`src/hw/rtl/cpa_pkg.sv`:
```
`default_nettype none
package cpa_pkg;

   localparam int GainWidth  = 48;
   localparam int AccWidth   = 48;
   localparam int IntWidth   = 32;
   localparam int OutWidth   = 24;

   localparam logic [47:0] GainsReset       = 48'd0;
   localparam logic [31:0] PitchLimitsReset = 32'd104921536;
   localparam logic [13:0] RollLimitReset   = 14'd2880;

   localparam logic signed [17:0] HdgHalfTurn   = 18'sd11520;
   localparam logic signed [17:0] HdgFullTurn   = 18'sd23040;
   localparam logic signed [17:0] RollDeadband  = 18'sd128;
   localparam logic signed [17:0] RudderWindow  = 18'sd320;
   localparam logic signed [17:0] SlewThreshold = 18'sd19;
   localparam logic signed [17:0] SlewStep      = 18'sd13;

   // Register indexes on the configuration port.
   localparam logic [2:0] RegRollGains   = 3'd0;
   localparam logic [2:0] RegPitchGains  = 3'd1;
   localparam logic [2:0] RegYawGains    = 3'd2;
   localparam logic [2:0] RegAltGains    = 3'd3;
   localparam logic [2:0] RegHdgGains    = 3'd4;
   localparam logic [2:0] RegPitchLimits = 3'd5;
   localparam logic [2:0] RegRollLimit   = 3'd6;
   localparam logic [2:0] RegEngageMode  = 3'd7;

   // Command to the shared PID unit.
   typedef struct packed {
      logic                start;
      logic [47:0]         gains;
      logic signed [17:0]  err;
      logic signed [31:0]  integ;
      logic signed [17:0]  prev_err;
   } pid_cmd_type;

   // Status back from the shared PID unit.
   typedef struct packed {
      logic                done;
      logic signed [31:0]  integ;
      logic signed [35:0]  result;
   } pid_rsp_type;

endpackage
`default_nettype wire

```
`src/hw/rtl/cpa_pid_unit.sv`:
```
`default_nettype none
module cpa_pid_unit
   import cpa_pkg::*;
(
   input  wire logic        clock,
   input  wire logic        reset,
   input  wire pid_cmd_type cmd,
   output pid_rsp_type      rsp
);

   localparam logic [2:0] PStIdle = 3'd0;
   localparam logic [2:0] PStKi   = 3'd1;
   localparam logic [2:0] PStKp   = 3'd2;
   localparam logic [2:0] PStKd   = 3'd3;
   localparam logic [2:0] PStDone = 3'd4;

   logic [2:0]               state_ff, state_in;
   logic signed [16:0]       mul_a;
   logic signed [18:0]       mul_b;
   logic signed [35:0]       prod_ff;
   logic signed [AccWidth-1:0] acc_ff, acc_in;
   logic signed [31:0]       integ_ff, integ_in;
   logic signed [AccWidth-1:0] isum;
   logic signed [15:0]       kp, ki, kd;
   logic                     prod_valid_ff;

   assign kp = cmd.gains[47:32];
   assign ki = cmd.gains[31:16];
   assign kd = cmd.gains[15:0];

   // One multiplier, fed one gain per cycle.
   always_comb begin
      mul_a = 17'(ki);
      mul_b = 19'(cmd.err);
      case (state_ff)
         PStKi: begin
            mul_a = 17'(ki);
            mul_b = 19'(cmd.err);
         end
         PStKp: begin
            mul_a = 17'(kp);
            mul_b = 19'(cmd.err);
         end
         PStKd: begin
            mul_a = 17'(kd);
            mul_b = 19'(cmd.err) - 19'(cmd.prev_err);
         end
         default: begin
            mul_a = 17'(ki);
         end
      endcase
   end

   always_ff @(posedge clock) begin
      prod_ff <= 36'(mul_a * mul_b);
   end

   assign isum = AccWidth'(integ_ff) + AccWidth'(prod_ff);

   // Sequencer: Ki product, saturate integrator, then add Kp and Kd terms.
   always_comb begin
      state_in = state_ff;
      acc_in   = acc_ff;
      integ_in = integ_ff;
      case (state_ff)
         PStIdle: begin
            if (cmd.start) begin
               state_in = PStKi;
               integ_in = cmd.integ;
            end
         end
         PStKi: state_in = PStKp;
         PStKp: begin
            if (isum > AccWidth'(32'sh7fffffff)) integ_in = 32'sh7fffffff;
            else if (isum < -AccWidth'(64'sh80000000)) integ_in = 32'sh80000000;
            else integ_in = isum[31:0];
            state_in = PStKd;
         end
         PStKd: begin
            acc_in   = AccWidth'(integ_ff) + AccWidth'(prod_ff);
            state_in = PStDone;
         end
         PStDone: begin
            acc_in   = acc_ff + AccWidth'(prod_ff);
            state_in = PStIdle;
         end
         default: state_in = PStIdle;
      endcase
   end

   always_ff @(posedge clock) begin
      if (reset) begin
         state_ff      <= PStIdle;
         prod_valid_ff <= 1'b0;
      end else begin
         state_ff      <= state_in;
         prod_valid_ff <= (state_ff == PStDone);
      end
      acc_ff   <= acc_in;
      integ_ff <= integ_in;
   end

   // Floor division by 4096 is an arithmetic shift.
   assign rsp.done   = prod_valid_ff && (state_ff == PStIdle);
   assign rsp.integ  = integ_ff;
   assign rsp.result = 36'(acc_ff >>> 12);

endmodule
`default_nettype wire

```
`src/hw/rtl/cpa_regs.sv`:
```
`default_nettype none
module cpa_regs
   import cpa_pkg::*;
(
   input  wire logic        clock,
   input  wire logic        reset,
   input  wire logic        csr_valid,
   output logic             csr_ready,
   input  wire logic [2:0]  csr_index,
   input  wire logic [47:0] csr_data,
   output logic [47:0]      roll_gains,
   output logic [47:0]      pitch_gains,
   output logic [47:0]      yaw_gains,
   output logic [47:0]      alt_gains,
   output logic [47:0]      hdg_gains,
   output logic [31:0]      pitch_limits,
   output logic [13:0]      roll_limit,
   output logic             engage_mode
);

   logic [47:0] roll_ff, pitch_ff, yaw_ff, alt_ff, hdg_ff;
   logic [31:0] plim_ff;
   logic [13:0] rlim_ff;
   logic        mode_ff;

   assign csr_ready = 1'b1;

   // Register file, written on each transfer.
   always_ff @(posedge clock) begin
      if (reset) begin
         roll_ff  <= GainsReset;
         pitch_ff <= GainsReset;
         yaw_ff   <= GainsReset;
         alt_ff   <= GainsReset;
         hdg_ff   <= GainsReset;
         plim_ff  <= PitchLimitsReset;
         rlim_ff  <= RollLimitReset;
         mode_ff  <= 1'b0;
      end else if (csr_valid) begin
         case (csr_index)
            RegRollGains:   roll_ff  <= csr_data;
            RegPitchGains:  pitch_ff <= csr_data;
            RegYawGains:    yaw_ff   <= csr_data;
            RegAltGains:    alt_ff   <= csr_data;
            RegHdgGains:    hdg_ff   <= csr_data;
            RegPitchLimits: plim_ff  <= csr_data[31:0];
            RegRollLimit:   rlim_ff  <= csr_data[13:0];
            RegEngageMode:  mode_ff  <= csr_data[0];
            default: ;
         endcase
      end
   end

   assign roll_gains   = roll_ff;
   assign pitch_gains  = pitch_ff;
   assign yaw_gains    = yaw_ff;
   assign alt_gains    = alt_ff;
   assign hdg_gains    = hdg_ff;
   assign pitch_limits = plim_ff;
   assign roll_limit   = rlim_ff;
   assign engage_mode  = mode_ff;

endmodule
`default_nettype wire

```
`src/hw/rtl/cascaded_pid_autopilot.sv`:
```
// Each tick runs up to five PID passes in turn on the one shared multiplier (altitude,
// heading, pitch, roll, rudder), then presents the result; the altitude, heading and
// rudder passes may be skipped, and in manual mode a tick goes straight to the result.
// Flow control: one tick at a time; req_ready is low from acceptance until the result is taken.
// Reset: synchronous, active high; clears all loop state and loads register defaults.
`default_nettype none
module cascaded_pid_autopilot
   import cpa_pkg::*;
(
   input  wire logic               clock,
   input  wire logic               reset,
   input  wire logic               csr_valid,
   output logic                    csr_ready,
   input  wire logic [2:0]         csr_index,
   input  wire logic [47:0]        csr_data,
   input  wire logic               req_valid,
   output logic                    req_ready,
   input  wire logic signed [15:0] req_pitch_meas,
   input  wire logic signed [15:0] req_roll_meas,
   input  wire logic [14:0]        req_heading_meas,
   input  wire logic [14:0]        req_bearing_cmd,
   input  wire logic [15:0]        req_altitude_meas,
   input  wire logic [15:0]        req_altitude_cmd,
   input  wire logic               req_nav_valid,
   input  wire logic               req_alt_cmd_valid,
   output logic                    rsp_valid,
   input  wire logic               rsp_ready,
   output logic signed [23:0]      rsp_pitch_stick,
   output logic signed [23:0]      rsp_roll_stick,
   output logic signed [23:0]      rsp_rudder_cmd,
   output logic                    rsp_active
);

   localparam logic [3:0] StIdle  = 4'd0;
   localparam logic [3:0] StAltGo = 4'd1;
   localparam logic [3:0] StAltWt = 4'd2;
   localparam logic [3:0] StHdgGo = 4'd3;
   localparam logic [3:0] StHdgWt = 4'd4;
   localparam logic [3:0] StPitGo = 4'd5;
   localparam logic [3:0] StPitWt = 4'd6;
   localparam logic [3:0] StRolGo = 4'd7;
   localparam logic [3:0] StRolWt = 4'd8;
   localparam logic [3:0] StYawGo = 4'd9;
   localparam logic [3:0] StYawWt = 4'd10;
   localparam logic [3:0] StOut   = 4'd11;

   logic [47:0] roll_gains, pitch_gains, yaw_gains, alt_gains, hdg_gains;
   logic [31:0] pitch_limits;
   logic [13:0] roll_limit;
   logic        engage_mode;

   logic [3:0] state_ff;

   // Captured item.
   logic signed [15:0] pmeas_ff, rmeas_ff;
   logic [15:0]        ameas_ff, acmd_ff;
   logic               nav_ff, altok_ff;
   logic signed [17:0] hdg_err_ff;

   // Loop state.
   logic signed [31:0] alt_i_ff, hdg_i_ff, pit_i_ff, rol_i_ff, yaw_i_ff;
   logic signed [17:0] alt_e_ff, pit_e_ff, rol_e_ff;
   logic signed [15:0] hdg_e_ff, yaw_e_ff;
   logic signed [15:0] ptgt_ff, rtgt_ff, slew_ff;

   logic signed [23:0] pstick_ff, rstick_ff, rudder_ff;
   logic               active_ff;

   pid_cmd_type cmd;
   pid_rsp_type prsp;

   logic signed [17:0] raw_err, slew_next, sdiff;
   logic signed [35:0] r;
   logic signed [35:0] pmax, pmin, rl;
   logic               in_window;

   cpa_regs u_regs (
      .clock, .reset, .csr_valid, .csr_ready, .csr_index, .csr_data,
      .roll_gains, .pitch_gains, .yaw_gains, .alt_gains, .hdg_gains,
      .pitch_limits, .roll_limit, .engage_mode
   );

   cpa_pid_unit u_pid (.clock, .reset, .cmd, .rsp(prsp));

   assign req_ready = (state_ff == StIdle);
   assign rsp_valid = (state_ff == StOut);
   assign rsp_pitch_stick = pstick_ff;
   assign rsp_roll_stick  = rstick_ff;
   assign rsp_rudder_cmd  = rudder_ff;
   assign rsp_active      = active_ff;

   assign raw_err = 18'($signed({3'b0, req_bearing_cmd})) - 18'($signed({3'b0, req_heading_meas}));
   assign sdiff   = 18'(rtgt_ff) - 18'(slew_ff);
   assign slew_next = (sdiff > SlewThreshold)  ? 18'(slew_ff) + SlewStep :
                      (sdiff < -SlewThreshold) ? 18'(slew_ff) - SlewStep : 18'(rtgt_ff);
   assign in_window = !(hdg_err_ff > RudderWindow || hdg_err_ff < -RudderWindow);
   assign r    = prsp.result;
   assign pmax = 36'($signed(pitch_limits[31:16]));
   assign pmin = 36'($signed(pitch_limits[15:0]));
   assign rl   = 36'($signed({1'b0, roll_limit}));

   // Drive the shared unit for the loop in progress.
   always_comb begin
      cmd = '0;
      case (state_ff)
         StAltGo: begin
            cmd.start = 1'b1; cmd.gains = alt_gains;
            cmd.err = 18'($signed({2'b0, acmd_ff})) - 18'($signed({2'b0, ameas_ff}));
            cmd.integ = alt_i_ff; cmd.prev_err = alt_e_ff;
         end
         StAltWt: begin
            cmd.gains = alt_gains;
            cmd.err = 18'($signed({2'b0, acmd_ff})) - 18'($signed({2'b0, ameas_ff}));
            cmd.prev_err = alt_e_ff;
         end
         StHdgGo, StHdgWt: begin
            cmd.start = (state_ff == StHdgGo); cmd.gains = hdg_gains;
            cmd.err = hdg_err_ff; cmd.integ = hdg_i_ff; cmd.prev_err = 18'(hdg_e_ff);
         end
         StPitGo, StPitWt: begin
            cmd.start = (state_ff == StPitGo); cmd.gains = pitch_gains;
            cmd.err = 18'(ptgt_ff) - 18'(pmeas_ff);
            cmd.integ = pit_i_ff; cmd.prev_err = pit_e_ff;
         end
         StRolGo, StRolWt: begin
            cmd.start = (state_ff == StRolGo); cmd.gains = roll_gains;
            cmd.err = 18'(slew_ff) - 18'(rmeas_ff);
            cmd.integ = rol_i_ff; cmd.prev_err = rol_e_ff;
         end
         StYawGo, StYawWt: begin
            cmd.start = (state_ff == StYawGo); cmd.gains = yaw_gains;
            cmd.err = hdg_err_ff; cmd.integ = yaw_i_ff; cmd.prev_err = 18'(yaw_e_ff);
         end
         default: cmd = '0;
      endcase
   end

   // Tick sequencer.
   always_ff @(posedge clock) begin
      if (reset) begin
         state_ff <= StIdle;
         alt_i_ff <= '0; hdg_i_ff <= '0; pit_i_ff <= '0; rol_i_ff <= '0; yaw_i_ff <= '0;
         alt_e_ff <= '0; pit_e_ff <= '0; rol_e_ff <= '0; hdg_e_ff <= '0; yaw_e_ff <= '0;
         ptgt_ff <= '0; rtgt_ff <= '0; slew_ff <= '0;
      end else begin
         case (state_ff)
            StIdle: begin
               if (req_valid) begin
                  pmeas_ff <= req_pitch_meas;
                  rmeas_ff <= req_roll_meas;
                  ameas_ff <= req_altitude_meas;
                  acmd_ff  <= req_altitude_cmd;
                  nav_ff   <= req_nav_valid;
                  altok_ff <= req_alt_cmd_valid;
                  if (raw_err < -HdgHalfTurn) hdg_err_ff <= raw_err + HdgFullTurn;
                  else if (raw_err > HdgHalfTurn) hdg_err_ff <= raw_err - HdgFullTurn;
                  else hdg_err_ff <= raw_err;
                  pstick_ff <= '0; rstick_ff <= '0; rudder_ff <= '0; active_ff <= 1'b0;
                  if (engage_mode) state_ff <= StOut;
                  else if (req_nav_valid && req_alt_cmd_valid) state_ff <= StAltGo;
                  else if (req_nav_valid) state_ff <= StHdgGo;
                  else state_ff <= StPitGo;
               end
            end
            StAltGo: state_ff <= StAltWt;
            StAltWt: if (prsp.done) begin
               alt_i_ff <= prsp.integ;
               alt_e_ff <= cmd.err;
               if (r > pmax) ptgt_ff <= pmax[15:0];
               else if (r < pmin) ptgt_ff <= pmin[15:0];
               else ptgt_ff <= r[15:0];
               state_ff <= StHdgGo;
            end
            StHdgGo: state_ff <= StHdgWt;
            StHdgWt: if (prsp.done) begin
               hdg_i_ff <= prsp.integ;
               hdg_e_ff <= hdg_err_ff[15:0];
               if (r < 36'(RollDeadband) && r > -36'(RollDeadband)) rtgt_ff <= '0;
               else if (r > rl) rtgt_ff <= rl[15:0];
               else if (r < -rl) rtgt_ff <= 16'(-rl);
               else rtgt_ff <= r[15:0];
               state_ff <= StPitGo;
            end
            StPitGo: state_ff <= StPitWt;
            StPitWt: if (prsp.done) begin
               pit_i_ff <= prsp.integ;
               pit_e_ff <= cmd.err;
               if (r > 36'sd8388607) pstick_ff <= 24'sh7fffff;
               else if (r < -36'sd8388608) pstick_ff <= 24'sh800000;
               else pstick_ff <= r[23:0];
               slew_ff  <= slew_next[15:0];
               state_ff <= StRolGo;
            end
            StRolGo: state_ff <= StRolWt;
            StRolWt: if (prsp.done) begin
               rol_i_ff <= prsp.integ;
               rol_e_ff <= cmd.err;
               if (r > 36'sd8388607) rstick_ff <= 24'sh7fffff;
               else if (r < -36'sd8388608) rstick_ff <= 24'sh800000;
               else rstick_ff <= r[23:0];
               active_ff <= 1'b1;
               if (nav_ff && in_window) state_ff <= StYawGo;
               else begin
                  if (nav_ff) yaw_i_ff <= '0;
                  state_ff <= StOut;
               end
            end
            StYawGo: state_ff <= StYawWt;
            StYawWt: if (prsp.done) begin
               yaw_i_ff <= prsp.integ;
               yaw_e_ff <= hdg_err_ff[15:0];
               if (r > 36'sd8388607) rudder_ff <= 24'sh7fffff;
               else if (r < -36'sd8388608) rudder_ff <= 24'sh800000;
               else rudder_ff <= r[23:0];
               state_ff <= StOut;
            end
            StOut: if (rsp_ready) state_ff <= StIdle;
            default: state_ff <= StIdle;
         endcase
      end
   end

   // A new tick is only taken when no result is pending.
   assert property (@(posedge clock) disable iff (reset) !(req_ready && rsp_valid))
      else $error("input and output sides both open");
   // A manual tick reports no activity.
   assert property (@(posedge clock) disable iff (reset)
      (req_valid && req_ready && engage_mode) |=> (rsp_valid && !rsp_active))
      else $error("manual tick produced activity");
   // The rudder is zero whenever the tick had no navigation, so the yaw pass was not flown.
   assert property (@(posedge clock) disable iff (reset)
      (rsp_valid && !nav_ff) |-> (rsp_rudder_cmd == 24'sd0))
      else $error("rudder nonzero without navigation");

endmodule
`default_nettype wire

```
`config.mk`:
```
export PLATFORM = sky130hd
export DESIGN_NAME = cascaded_pid_autopilot
export DESIGN_NICKNAME = d
export VERILOG_FILES = /design/src/hw/rtl/cpa_pkg.sv /design/src/hw/rtl/cpa_pid_unit.sv /design/src/hw/rtl/cpa_regs.sv /design/src/hw/rtl/cascaded_pid_autopilot.sv
export SDC_FILE = /design/constraint.sdc
export NUM_CORES = 2
export LEC_CHECK = 0
export ABC_AREA = 1
export BUFFER_PORTS_ARGS = -buffer_cell sky130_fd_sc_hd__clkbuf_2
export CAP_MARGIN = 20
export CORE_MARGIN = 4
export CORE_UTILIZATION = 69
export CTS_BUF_LIST = sky130_fd_sc_hd__clkbuf_16
export DETAILED_ROUTE_END_ITERATION = 10
export PLACE_DENSITY = 0.88
export SYNTH_ARGS = -nofsm -noshare
export SYNTH_HDL_FRONTEND = slang
export SYNTH_SLANG_ARGS = --single-unit
```
`constraint.sdc`:
```
create_clock -name clock -period 14.75 [get_ports clock]
set_input_delay 1.475 -clock clock [delete_from_list [all_inputs] [get_ports clock]]
set_output_delay 1.475 -clock clock [all_outputs]
set_load 0.05 [all_outputs]
```
==> flow_metrics.tcl <==
set metrics [dict create \
    status "finished, final reports clean" \
    synth_cells 8117 \
    fmax_ghz 0.0890 \
    clkTransAtPathRegs_ns 0.06 \
    die_area_sq_um 92600 \
    cp_slowest_cell "fa_1" \
    die_h_microns 304 \
    finalClockSkew_ns 0.0434 \
    mappedNetlistArea_sq_um 60500 \
    grt_pass1_vias 56695 \
    die_w_microns 304 \
    cpPeakStageDelay_ns 0.97 \
    ys_types 68 \
    drc_errors 0 \
    synthArstFlopShare_pct 0 \
    synth_ff_type "dfxtp_1" \
    endpoint_kind "register" \
    dp_hpwl_mm 146 \
    post-route-util_pct 75.3 \
    layout.nets 9049 \
    drv_slew 0 \
    path_class "register to register" \
    first_pass_iters 7 \
    post_cts_buffers 0 \
    layout_common_cells "1459 x nand2_1, 1323 x nor2_1, 1054 x inv_1" \
    seq_area_frac_synth_pct 32.2 \
    setup_tns_ns 0 \
    drt-total-wl_mm 202 \
    tritoncts.num_buffers 89 \
    reg2reg_from "state_ff[2]" \
    busiest_layer "met2" \
    synth_area_leaders "dfxtp_1 21%, edfxtp_1 12%, fa_1 11%" \
    grt-ovfl-total 0 \
    crit_buf_inv 5 \
    grt_use_met1_pct 52.8 \
    leakagePower_nw 31.1 \
    antenna_found_initial 7 \
    layout_commonest_cell "nand2_1" \
    crit_arrival_ns 11.79 \
    cts_root_buf "clkbuf_16" \
    synthesis.nets 8986 \
    min_path_type "register to register" \
    synth.top_cell.area_share_pct 20.6 \
    gp_congestion 1.04 \
    insertion_delay_ns 0.70 \
    via_count 58305 \
    maxCapViolCount 0 \
    finalCriticalPeriod_ns 11.24 \
    start_kind "register" \
    htree_num_levels 3 \
    drive_above_1_share_pct 6.92 \
    first_iter_violations 7078 \
    rsz0062_at_grt "false" \
    cts_hold_buf 0 \
    grt_max_degree 160 \
    slew_headroom_pct 24.0 \
    vias_per_cell 6.19 \
    synth_area_per_cell_sq_um 7.46 \
    worst_slew_pin_slew_ns 1.14 \
    track_usage_pct 42.4 \
    cts_resized 0 \
    crit_fanout 57 \
    grtUsageMet2_pct 67.4 \
    critPathTopFamily "adder cells" \
    rows 108 \
    area_growth_pct 8.07 \
    hold_viol_final 0 \
    port_buffers 226 \
    wl_per_cell_microns 21.4 \
    cts_tree "yes" \
    setup_violations 0 \
    grt_pass1_wl_mm 311 \
    yosysTopAreaCell "dfxtp_1" \
    crit_start "state_ff[2]" \
    synth_edf_count 235 \
    num_io_pins 228 \
    cts_max_path_buffers 3 \
    synth-seq-cells 857 \
    grtUsageMet3_pct 9.74 \
    power_density_nw_per_um2 136 \
    hold_path_startpoint "u_regs.pitch_gains[37]" \
    fin_crit_sh_pct 76.2 \
    core-area_sq_um 86900 \
    vdd_drop_max_mv 0.116 \
    start_util_pct 69.7 \
    yosysWarnings 0 \
    worst_ep_required_time_ns 15.30 \
    postRouteAntennaNets 0 \
    cts_sinks 857 \
]
through the flow:
stage / cell area, sq um / setup WS (ns) / total power [mW] / hold WS [ns] / std cells
floorplan: 60500 / 5.60 / 5.42 / 0.425 / 8117
finish: 65400 / 3.51 / 8.91 / 0.455 / 9414
detailed placement: 62400 / 3.80 / 6.55 / 0.443 / 9242
global route: 65400 / 2.89 / 9.35 / 0.471 / 9412
global placement: 62400 / 4.07 / 6.48 / 0.435 / 9241
CTS: 65400 / 3.73 / 8.80 / 0.454 / 9406
synthesized netlist by cell type (all sizes together) (3+ instances only):
master	n
nor2	1361
o22ai	13
o21ai	755
and3	5
a31oi	49
and2	9
a41oi	12
o221ai	12
a21oi	520
edfxtp	235
nor3	56
xnor2	64
nand4	100
dfxtp	622
nand3b	8
a22o	22
inv	1064
o21bai	10
a21boi	9
o31ai	8
a21o	14
o2111ai	6
clkbuf	242
a221o	4
a211oi	17
a22oi	76
o21a	27
nand2	1485
buf	76
o311ai	3
fa	328
or2	34
nand3	263
a221oi	15
xor2	107
ha	389
clkinv	15
nor4	16
o211ai	51
where the power goes:
part	switching (mW)	internal, mW
Combinational	2.67	1.02
Sequential	0.239	2.71
Clock	1.01	1.27
worst min-delay path: stages (launching register included):
cell,delay (ns)
dfxtp_1,0.29
inv_1,0.06
a21oi_1,0.06
per-layer routing:
layer	vias to the layer above	wire length, microns
met5	-	0
met3	772	24000
met4	0	14100
met1	27318	73400
li1	26547	-
met2	3668	90200
cell families (layout without fill, tap and decap cells):
| logic type | Yosys count | count (layout) | synth area share [%] |
|---|---|---|---|
| buffers and inverters | 1397 | 1533 | 8.84 |
| AND/OR/NAND/NOR | 3339 | 3339 | 22.4 |
| flip-flops | 857 | 857 | 32.2 |
| XOR/XNOR | 171 | 171 | 2.49 |
| AO/OA/AOI/OAI | 1635 | 1635 | 15.1 |
| adder cells (fa/ha/maj) | 717 | 717 | 18.9 |
| other | 1 | 7 | 0.00619 |
final timing paths:
path | depth (start not counted) | slack [ns] | to
worst max-delay path | 41 | 3.51 | u_pid.prod_ff[34]
worst max register to register | 41 | 3.51 | u_pid.prod_ff[34]
worst min-delay path | 2 | 0.45 | u_regs.pitch_gains[37]
worst min register to register | 2 | 0.45 | u_regs.pitch_gains[37]
registers in the layout, summed over array words and instances (netlist names), 17 cells and up:
signal,cells
u_regs.roll_gains,48
rsp_pitch_stick,24
rsp_rudder_cmd,24
u_pid.integ_ff,32
yaw_i_ff,32
rsp_roll_stick,24
alt_i_ff,32
u_pid.acc_ff,48
pit_i_ff,32
rol_e_ff,17
u_regs.alt_gains,48
pit_e_ff,17
u_regs.pitch_gains,48
hdg_err_ff,17
u_regs.hdg_gains,48
rol_i_ff,32
alt_e_ff,17
hdg_i_ff,32
u_regs.pitch_limits,32
u_pid.prod_ff,36
u_regs.yaw_gains,48
final cells by class:
class | instances | area [sq um]
diodes | 6 | 15.0
clock buffers | 92 | 2300
clock inverters | 72 | 624
fillers | 6585 | 21500
inverters | 1079 | 4070
multi-input cells | 5863 | 35800
flip-flops and latches | 857 | 19500
well taps | 1155 | 1450
repair buffers | 290 | 1660
Power figures use the tool's default switching activity.
